--- config.mk ---
export PLATFORM = sky130hd
export DESIGN_NAME = position_weighted_string_hash_core
export DESIGN_NICKNAME = d
export VERILOG_FILES = /design/src/rtl/core/pwsh_pkg.sv /design/src/rtl/core/pwsh_div.sv /design/src/rtl/core/pwsh_term.sv /design/src/rtl/core/position_weighted_string_hash_core.sv
export SDC_FILE = /design/constraint.sdc
export NUM_CORES = 2
export LEC_CHECK = 0
export BUFFER_PORTS_ARGS = -buffer_cell sky130_fd_sc_hd__buf_2
export CAP_MARGIN = 20
export CORE_MARGIN = 3
export CORE_UTILIZATION = 52
export CTS_BUF_LIST = sky130_fd_sc_hd__clkbuf_2
export DETAILED_ROUTE_END_ITERATION = 6
export PLACE_DENSITY = 0.65
export SYNTH_ARGS = -nofsm -noshare
export SYNTH_HDL_FRONTEND = slang
export SYNTH_HIERARCHICAL = 1
export SYNTH_SLANG_ARGS = --single-unit
--- constraint.sdc ---
create_clock -name clk -period 11.6 [get_ports clk]
set_input_delay 1.74 -clock clk [delete_from_list [all_inputs] [get_ports clk]]
set_output_delay 1.74 -clock clk [all_outputs]
set_load 0.01 [all_outputs]
--- src/rtl/core/pwsh_pkg.sv ---
// Shared types and constants for the position weighted string hash core.
// No dependencies; used by pwsh_div, pwsh_term and the top level.
`timescale 1ns / 1ps

package pwsh_pkg;

  localparam int POS_BITS  = 16;
  localparam int LEN_BITS  = 16;
  localparam int HASH_BITS = 64;
  localparam int DVD_BITS  = 64;
  localparam int CNT_BITS  = $clog2(DVD_BITS);

  localparam logic [13:0] K_OFFS   = 14'd9973;
  localparam logic [31:0] K_XOR    = 32'd67;
  localparam logic [31:0] K_ADD    = 32'd71;
  localparam logic [DVD_BITS-1:0] K_REM_DVD = DVD_BITS'(28657);

  localparam logic VARIANT_POLY  = 1'b0;
  localparam logic VARIANT_SHIFT = 1'b1;

  typedef struct packed {
    logic busy;
    logic done;
  } div_stat_t;

  typedef struct packed {
    logic prep;
    logic mul;
    logic sum;
  } term_ctl_t;

  typedef enum logic [4:0] {
    S_IDLE = 5'b00001,
    S_DIV  = 5'b00010,
    S_MUL  = 5'b00100,
    S_SUM  = 5'b01000,
    S_ACC  = 5'b10000
  } state_t;

endpackage

--- src/rtl/core/pwsh_div.sv ---
// Bit-serial restoring remainder unit: 64-bit dividend, 16-bit divisor.
// One dividend bit per cycle. Depends on pwsh_pkg.
`timescale 1ns / 1ps

module pwsh_div (
  input  logic                              clk,
  input  logic                              rst,
  input  logic                              start,
  input  logic [pwsh_pkg::DVD_BITS-1:0]     dividend,
  input  logic [pwsh_pkg::POS_BITS-1:0]     divisor,
  output logic [pwsh_pkg::POS_BITS-1:0]     remainder,
  output pwsh_pkg::div_stat_t               stat
);

  logic [pwsh_pkg::DVD_BITS-1:0] dvd;
  logic [pwsh_pkg::POS_BITS-1:0] dvs;
  logic [pwsh_pkg::CNT_BITS-1:0] cnt;
  logic                          busy;
  logic                          done;
  logic [pwsh_pkg::POS_BITS:0]   trial;
  logic                          fits;

  assign trial = {remainder, dvd[pwsh_pkg::DVD_BITS-1]};
  assign fits  = trial >= {1'b0, dvs};

  always_ff @(posedge clk) begin
    if (rst) begin
      busy <= 1'b0;
      done <= 1'b0;
      cnt  <= '0;
    end else begin
      done <= 1'b0;
      if (start) begin
        busy <= 1'b1;
        cnt  <= '0;
      end else if (busy) begin
        cnt <= cnt + 1'b1;
        if (cnt == '1) begin
          busy <= 1'b0;
          done <= 1'b1;
        end
      end
    end
  end

  // remainder stays below the divisor, so the trial fits after one subtract
  always_ff @(posedge clk) begin
    if (start) begin
      dvd       <= dividend;
      dvs       <= divisor;
      remainder <= '0;
    end else if (busy) begin
      dvd <= dvd << 1;
      if (fits) begin
        remainder <= pwsh_pkg::POS_BITS'(trial - {1'b0, dvs});
      end else begin
        remainder <= trial[pwsh_pkg::POS_BITS-1:0];
      end
    end
  end

  assign stat.busy = busy;
  assign stat.done = done;

endmodule

--- src/rtl/core/pwsh_term.sv ---
// Per-byte term datapath: products, shifted term and polynomial term, one
// register rank per step. Depends on pwsh_pkg.
`timescale 1ns / 1ps

module pwsh_term (
  input  logic                              clk,
  input  pwsh_pkg::term_ctl_t               ctl,
  input  logic                              variant,
  input  logic [7:0]                        cval,
  input  logic [pwsh_pkg::POS_BITS-1:0]     n,
  input  logic [pwsh_pkg::POS_BITS-1:0]     r,
  input  logic [6:0]                        crem,
  output logic [pwsh_pkg::HASH_BITS-1:0]    term
);

  logic signed [7:0]  c_s;
  logic signed [8:0]  cp7;
  logic signed [16:0] cc7;
  logic signed [17:0] cc7_x;
  logic [13:0]        offs;

  logic signed [17:0] k5;
  logic [29:0]        m1;
  logic signed [34:0] p0;
  logic signed [24:0] p1;
  logic [31:0]        v;
  logic [pwsh_pkg::POS_BITS-1:0] sh;
  logic [31:0]        base;

  assign c_s   = $signed(cval);
  assign cp7   = $signed({cval[7], cval}) + 9'sd7;
  assign cc7   = c_s * cp7;
  assign cc7_x = {cc7[16], cc7};
  assign offs  = pwsh_pkg::K_OFFS + {{6{cval[7]}}, cval};
  assign base  = ({2'b00, m1} - {{24{cval[7]}}, cval}) ^ pwsh_pkg::K_XOR;

  always_ff @(posedge clk) begin
    if (ctl.prep) begin
      k5 <= (cc7_x <<< 2) + cc7_x;
      m1 <= n * offs;
    end
    if (ctl.mul) begin
      p0 <= $signed({1'b0, n}) * k5;
      p1 <= c_s * $signed({1'b0, r});
      v  <= base + {25'd0, crem} + pwsh_pkg::K_ADD;
      sh <= r;
    end
    if (ctl.sum) begin
      if (variant == pwsh_pkg::VARIANT_SHIFT) begin
        // shift of 64 or more clears the term
        if (|sh[pwsh_pkg::POS_BITS-1:6]) begin
          term <= '0;
        end else begin
          term <= {32'd0, v} << sh[5:0];
        end
      end else begin
        term <= {{29{p0[34]}}, p0} + {{39{p1[24]}}, p1};
      end
    end
  end

endmodule

--- src/rtl/core/position_weighted_string_hash_core.sv ---
// Top level of the position weighted string hash: sequencer, accumulator,
// position counter and result register. Uses pwsh_pkg, pwsh_div, pwsh_term.
`timescale 1ns / 1ps
//
//  channel   handshake                 payload
//  -------   -----------------------   ---------------------------
//  in        in_valid / in_stall       key_byte[7:0], last_byte
//  out       out_valid / out_stall     hash_value[63:0], key_length[15:0]
//  cfg       cfg_valid / cfg_ready     cfg_data (variant)
//
// Each byte runs from acceptance through the bit-serial c mod n remainder, a
// step that hands the remainder over, then the products, term and accumulate
// steps, one register rank each, before the next byte can be accepted.
// rst is synchronous: accumulator and position clear, variant returns to 1.
// A finished hash waits in the result register; only a last byte that finds
// it still stalled holds in the accumulate step.

module position_weighted_string_hash_core (
  input  logic                                clk,
  input  logic                                rst,
  input  logic                                in_valid,
  output logic                                in_stall,
  input  logic [7:0]                          key_byte,
  input  logic                                last_byte,
  output logic                                out_valid,
  input  logic                                out_stall,
  output logic [pwsh_pkg::HASH_BITS-1:0]      hash_value,
  output logic [pwsh_pkg::LEN_BITS-1:0]       key_length,
  input  logic                                cfg_valid,
  output logic                                cfg_ready,
  input  logic                                cfg_data
);

  pwsh_pkg::state_t                 state;
  pwsh_pkg::div_stat_t              mod_stat;
  pwsh_pkg::div_stat_t              rem_stat;
  pwsh_pkg::term_ctl_t              tctl;

  logic                             variant;
  logic [pwsh_pkg::HASH_BITS-1:0]   acc;
  logic [pwsh_pkg::POS_BITS-1:0]    position;
  logic [pwsh_pkg::POS_BITS-1:0]    position_next;
  logic [7:0]                       cval;
  logic                             last;
  logic                             accept;
  logic                             out_free;
  logic                             load_out;
  logic [pwsh_pkg::POS_BITS-1:0]    r;
  logic [pwsh_pkg::POS_BITS-1:0]    crem_raw;
  logic [6:0]                       crem;
  logic [pwsh_pkg::POS_BITS-1:0]    abs_c;
  logic [7:0]                       neg_c;
  logic [pwsh_pkg::HASH_BITS-1:0]   term;
  logic [pwsh_pkg::HASH_BITS-1:0]   acc_next;

  assign in_stall  = (state != pwsh_pkg::S_IDLE);
  assign accept    = in_valid && !in_stall;
  assign cfg_ready = 1'b1;
  assign out_free  = !out_valid || !out_stall;
  assign load_out  = (state == pwsh_pkg::S_ACC) && last && out_free;

  assign position_next = (position == '1) ? position : position + 1'b1;
  assign neg_c         = 8'd0 - key_byte;
  assign abs_c         = key_byte[7] ? {8'd0, neg_c} : {8'd0, key_byte};
  // truncating remainder of a positive dividend: zero byte adds nothing
  assign crem          = (cval == 8'd0) ? 7'd0 : crem_raw[6:0];
  assign acc_next      = acc + term;

  assign tctl.prep = (state == pwsh_pkg::S_DIV);
  assign tctl.mul  = (state == pwsh_pkg::S_MUL);
  assign tctl.sum  = (state == pwsh_pkg::S_SUM);

  pwsh_div u_mod (
    .clk       (clk),
    .rst       (rst),
    .start     (accept),
    .dividend  ({{(pwsh_pkg::DVD_BITS-8){key_byte[7]}}, key_byte}),
    .divisor   (position_next),
    .remainder (r),
    .stat      (mod_stat)
  );

  pwsh_div u_rem (
    .clk       (clk),
    .rst       (rst),
    .start     (accept),
    .dividend  (pwsh_pkg::K_REM_DVD),
    .divisor   (abs_c),
    .remainder (crem_raw),
    .stat      (rem_stat)
  );

  pwsh_term u_term (
    .clk     (clk),
    .ctl     (tctl),
    .variant (variant),
    .cval    (cval),
    .n       (position),
    .r       (r),
    .crem    (crem),
    .term    (term)
  );

  always_ff @(posedge clk) begin
    if (rst) begin
      state     <= pwsh_pkg::S_IDLE;
      variant   <= pwsh_pkg::VARIANT_SHIFT;
      acc       <= '0;
      position  <= '0;
      out_valid <= 1'b0;
    end else begin
      if (cfg_valid && cfg_ready) begin
        variant <= cfg_data;
      end
      // a new hash replaces the one leaving in the same cycle
      if (load_out) begin
        out_valid <= 1'b1;
      end else if (out_valid && !out_stall) begin
        out_valid <= 1'b0;
      end
      unique case (state)
        pwsh_pkg::S_IDLE: begin
          if (accept) begin
            position <= position_next;
            state    <= pwsh_pkg::S_DIV;
          end
        end
        pwsh_pkg::S_DIV: begin
          // both units start together, so they finish together
          if (mod_stat.done && !rem_stat.busy) begin
            state <= pwsh_pkg::S_MUL;
          end
        end
        pwsh_pkg::S_MUL: begin
          state <= pwsh_pkg::S_SUM;
        end
        pwsh_pkg::S_SUM: begin
          state <= pwsh_pkg::S_ACC;
        end
        pwsh_pkg::S_ACC: begin
          if (!last) begin
            acc   <= acc_next;
            state <= pwsh_pkg::S_IDLE;
          end else if (out_free) begin
            acc      <= '0;
            position <= '0;
            state    <= pwsh_pkg::S_IDLE;
          end
        end
        default: begin
          state <= pwsh_pkg::S_IDLE;
        end
      endcase
    end
  end

  always_ff @(posedge clk) begin
    if (accept) begin
      cval <= key_byte;
      last <= last_byte;
    end
    if (load_out) begin
      hash_value <= acc_next;
      key_length <= pwsh_pkg::LEN_BITS'(position);
    end
  end

endmodule

After elaboration in Yosys (flattened, before gate mapping) --
Cells that the tools add are included.
Storage, ports and cells: output and inout bits 83, logic and storage cells 115, register bits 603
Operators by class: add/sub/neg operators 14, magnitude comparators 2, shift-type cells 1, bitwise operators 2, eq/ne operators 15, $mul 4, reduce and logical (&&, ||, !) cells 20, muxes and demuxes 29
Operators by type and width (number):
- 64-bit 2-to-1 mux | 6
- 16-bit 2-to-1 mux | 6
- 64-bit adder | 1
- 32-bit by 6-bit left shift with 64-bit output | 1
- 35-bit by 25-bit adder with 36-bit output | 1
- 17-bit by 18-bit multiplier with 35-bit output | 1
- 17-bit by 16-bit >= comparator with 1-bit output | 2
- 32-bit by 7-bit adder with 32-bit output | 1
- 32-bit by 7-bit adder with 32-bit output, second input constant | 1
- 16-bit case mux with 2 select lines | 1
- 16-bit subtractor | 2
- 31-bit by 8-bit subtractor with 32-bit output | 1
- 16-bit by 14-bit multiplier with 30-bit output | 1
- 8-bit by 17-bit multiplier with 25-bit output | 1
- 5-bit case mux with 5 select lines | 1
- 5-bit 2-to-1 mux | 4
- 18-bit by 17-bit adder with 18-bit output | 1
- 8-bit by 9-bit multiplier with 17-bit output | 1
- 16-bit by 1-bit adder with 16-bit output, second input constant | 1
- 16-bit == test, second input constant | 1
- 14-bit adder, first input constant | 1
- 7-bit 2-to-1 mux | 2
- 6-bit by 1-bit adder with 6-bit output, second input constant | 2
- 6-bit == test, second input constant | 2
- other kinds (25) | 45

Depth between registers and ports, before layout --
depth in word-level cells 5, gate-level depth with buffers 30, gate-level depth less buffers 29

Modules after synthesis --
Netlist, hierarchy kept.
Modules (own cells, without submodules):
- pwsh_term | cells an instance 4083, area each 38182.9 um^2, instances 1, seq. area each 6546.3 um^2
- pwsh_div | cells an instance 410, area each 5109.9 um^2, instances 2, seq. area each 2882.8 um^2
- position_weighted_string_hash_core | cells an instance 1015, area each 9799.4 um^2, instances 1, seq. area each 4414.2 um^2

Least setup slack after synthesis --
No wires, ideal clock.
path kind reg-to-reg, start register state[0], end register state[3], cell stages (with the launch flop) 5, arrival time 8.715 ns, library setup time 0.108 ns, setup slack 2.777 ns, clock period less this slack 8.823 ns, cells stage by stage dfxtp_1 > nor2_1 > nand2_1 > nor3_1 > and4_1
RTL lines:
- start: declaration | line position_weighted_string_hash_core.sv:34 | pwsh_pkg::state_t state;
- start signal: assignment | line position_weighted_string_hash_core.sv:106 | state <= pwsh_pkg::S_IDLE;
- start signal: assignment | line position_weighted_string_hash_core.sv:125 | state <= pwsh_pkg::S_DIV;
- start signal: assignment | line position_weighted_string_hash_core.sv:131 | state <= pwsh_pkg::S_MUL;

Final worst setup path --
start register cval[0], end register u_term.k5[16] (data pin)
On the way: longest elaborated chain between the ends 3
Ends and longest elaborated chain:
- start: declaration | line position_weighted_string_hash_core.sv:43 | logic [7:0] cval;
- start signal: assignment | line position_weighted_string_hash_core.sv:159 | cval <= key_byte;
- 8-bit by 4-bit adder with 9-bit output | line pwsh_term.sv:31 | assign cp7 = $signed({cval[7], cval}) + 9'sd7;
- 8-bit by 9-bit multiplier with 17-bit output (*) | line pwsh_term.sv:32 | assign cc7 = c_s * cp7;
- 18-bit by 17-bit adder with 18-bit output (*) | line pwsh_term.sv:39 | k5 <= (cc7_x <<< 2) + cc7_x;
- end signal: assignment | line pwsh_term.sv:39
- end: declaration | line pwsh_term.sv:22 | logic signed [17:0] k5;
Mark *: on every way between the ends. The rest lies on a longest branch, timed or not. A chain may end at the register's enable or synchronous reset.

==> qor.csv <==
metric;value;unit
dr.pass1.iters;6;
final_nets;7137;
status;finished clean;
path_common_cell;inv_1;
crit_path_start_kind;flip-flop;
dp.cells;7400;
worstPathArrival;9.23;ns
p_switching;5.490;mW
io_pins;98;
dieArea;115900;um2
post_cts_buffers;0;
row_count;122;
worst_hold_path.num_cells;1;
fin_hold_ws;0.4893;ns
maxCapViolations;0;
clkLatencyLatePin;1.43;ns
grt_overflow;0;
timing.slew.headroom;29.40;%
final_area;62060;um2
power.share.clock;13.5;%
place_ws;3.542;ns
dp_hpwl;114.0;mm
syn_avg_cell_area;9.834;um2
netSwitchingFraction;46.03;%
cts_sinks;601;
fin_skew;0.09495;ns
crit_path_max_fanout;37;
syn-cell-area;58160;um2
first_global_vias;43380;
antenna_found_initial;8;
placed_cell_area;60390;um2
hp-class;flip-flop to flip-flop;
end_kind;flip-flop;
grt_pass1_wl;239.9;mm
intPower;6.436;mW
die_y;340.4;um
fin_ws;3.457;ns
ir_worst_vdd;633.9;uV
hold_viol;0;
areaGrowthSynthToFinish;6.701;%
crit_type;flip-flop to flip-flop;
rsz0062_at_grt;no;
cts_root_buf;clkbuf_2;
grt_start_max_net_pins;105;
report.final.slew_viol_count;0;
gp_congestion;0.9288;
cts_resized;0;
finalNonFillerCells;7707;
start_util;52.48;%
seq_power_share;26.6;%
power.density;192.2;nW/um2
reg2regPathDepth;28;
grt_usage;26.14;%
setup_viol;0;
p_total;11.93;mW
yosysWarningCount;6;
coreArea;110800;um2
required;12.68;ns
critPathTopFamily;adder cells;
netlist_instances;5914;
drt_wl_total;150.2;mm
cts.path.max_buffers;3;
leakagePower;27.47;nW
r2r_slack;3.46;ns
clk_pin_slew_worst_paths;0.10;ns
io_buffers;96;
final_util;56.00;%
setup_tns;0;ns
drt-initial-drc-count;2822;
min_period;8.143;ns
vias_per_cell;5.578;
cts_hold_buf;0;
dieWidth;340.4;um
slowest_delay;0.60;ns
tritoncts;done;
final_layout_size_suffix_gt1_share;10.31;%
antenna_left;0;
fin_crit_sh;70.20;%
cp.depth;28;
vias;42990;
cts_max_level;4;
comb_power_share;59.9;%
wl_per_cell;19.49;um
timing.fmax;0.1228;GHz
tightest_slew;1.058;ns
crit_path_top_delay_cell;fa_1;
drc_errors;0;
critPathBufInv;7;
cts_buffers;160;
==> power by group through the flow <==
stage | Combinational [mW] | Clock, mW | Sequential, mW
2_1_floorplan | 5.21 | 0 | 3.05
3_3_place_gp | 7.07 | 0 | 3.22
3_5_place_dp | 7.18 | 0 | 3.22
4_1_cts | 7.23 | 1.69 | 3.17
5_1_grt | 7.95 | 1.80 | 3.20
6_report | 7.15 | 1.61 | 3.18
==> state kept, by name, summed over array words and instances, names as in the netlist, 30 cells and up <==
register     cells
u_term/p0       34
u_mod/dvd       64
u_rem/dvd       64
u_term/m1       30
acc             64
u_term/term     64
hash_value      64
u_term/v        32
==> area by class of cell <==
type | count | area (um2)
fill | 10010 | 48760
multi-input combinational | 4311 | 37710
sequential | 601 | 16710
inverter | 844 | 3176
tap | 1488 | 1862
clock buffer | 231 | 1156
timing repair buffer | 158 | 985.9
clock inverter | 65 | 435.4
antenna | 9 | 22.52
==> final timing paths <==
check | to | startpoint
worst min-delay path | acc[62]$_SDFFE_PP0P_ | acc[62]$_SDFFE_PP0P_
worst min register to register | acc[62]$_SDFFE_PP0P_ | acc[62]$_SDFFE_PP0P_
worst max-delay path | u_term/k5[16]$_DFFE_PP_ | cval[0]$_DFFE_PP_
worst max register to register | u_term/k5[16]$_DFFE_PP_ | cval[0]$_DFFE_PP_
==> worst reg2reg max path, delay by kind of cell (launching register included) <==
kind            cells  cell delay, ns
fa+ha+maj           8            3.58
buf+inv             7            1.13
compound gates      5            0.99
simple gates        6            1.45
xor+xnor            2            0.40
flops               1            0.33
==> cell usage in the layout (no fill, tap or decap), types with 18 or more instances in the layout <==
cell,count
inv_1,838
fa_1,568
nand2_1,546
ha_1,478
edfxtp_1,467
nor2_1,312
and2_1,290
a21oi_1,270
clkbuf_2,231
o21ai_0,208
xnor2_1,183
mux2_2,134
dfxtp_1,134
a21o_1,99
buf_2,96
xor2_1,94
nor3_1,92
nand3_1,81
conb_1,73
nand2b_1,66
buf_4,60
a22oi_1,55
o21a_1,47
nor2b_1,43
nand4_1,41
or3_1,37
a211oi_1,36
clkinv_1,35
a22o_1,34
and3_1,32
o21bai_1,32
mux2i_1,31
o211ai_1,30
o31ai_1,26
o22ai_1,25
nor4_1,23
a311oi_1,23
a31oi_1,21
o21ai_1,20
mux4_2,18
==> metal layers <==
metal / track usage [%] / vias to the layer above / part of all wire [%]
met1: 35.51 / 21080 / 45
met4: 10.74 / 0 / 3.9
met2: 42.41 / 1215 / 46
li1: - / 20450 / -
met5: 0 / - / 0
met3: 3.477 / 250 / 5.1
Power figures use the tool's default switching activity.
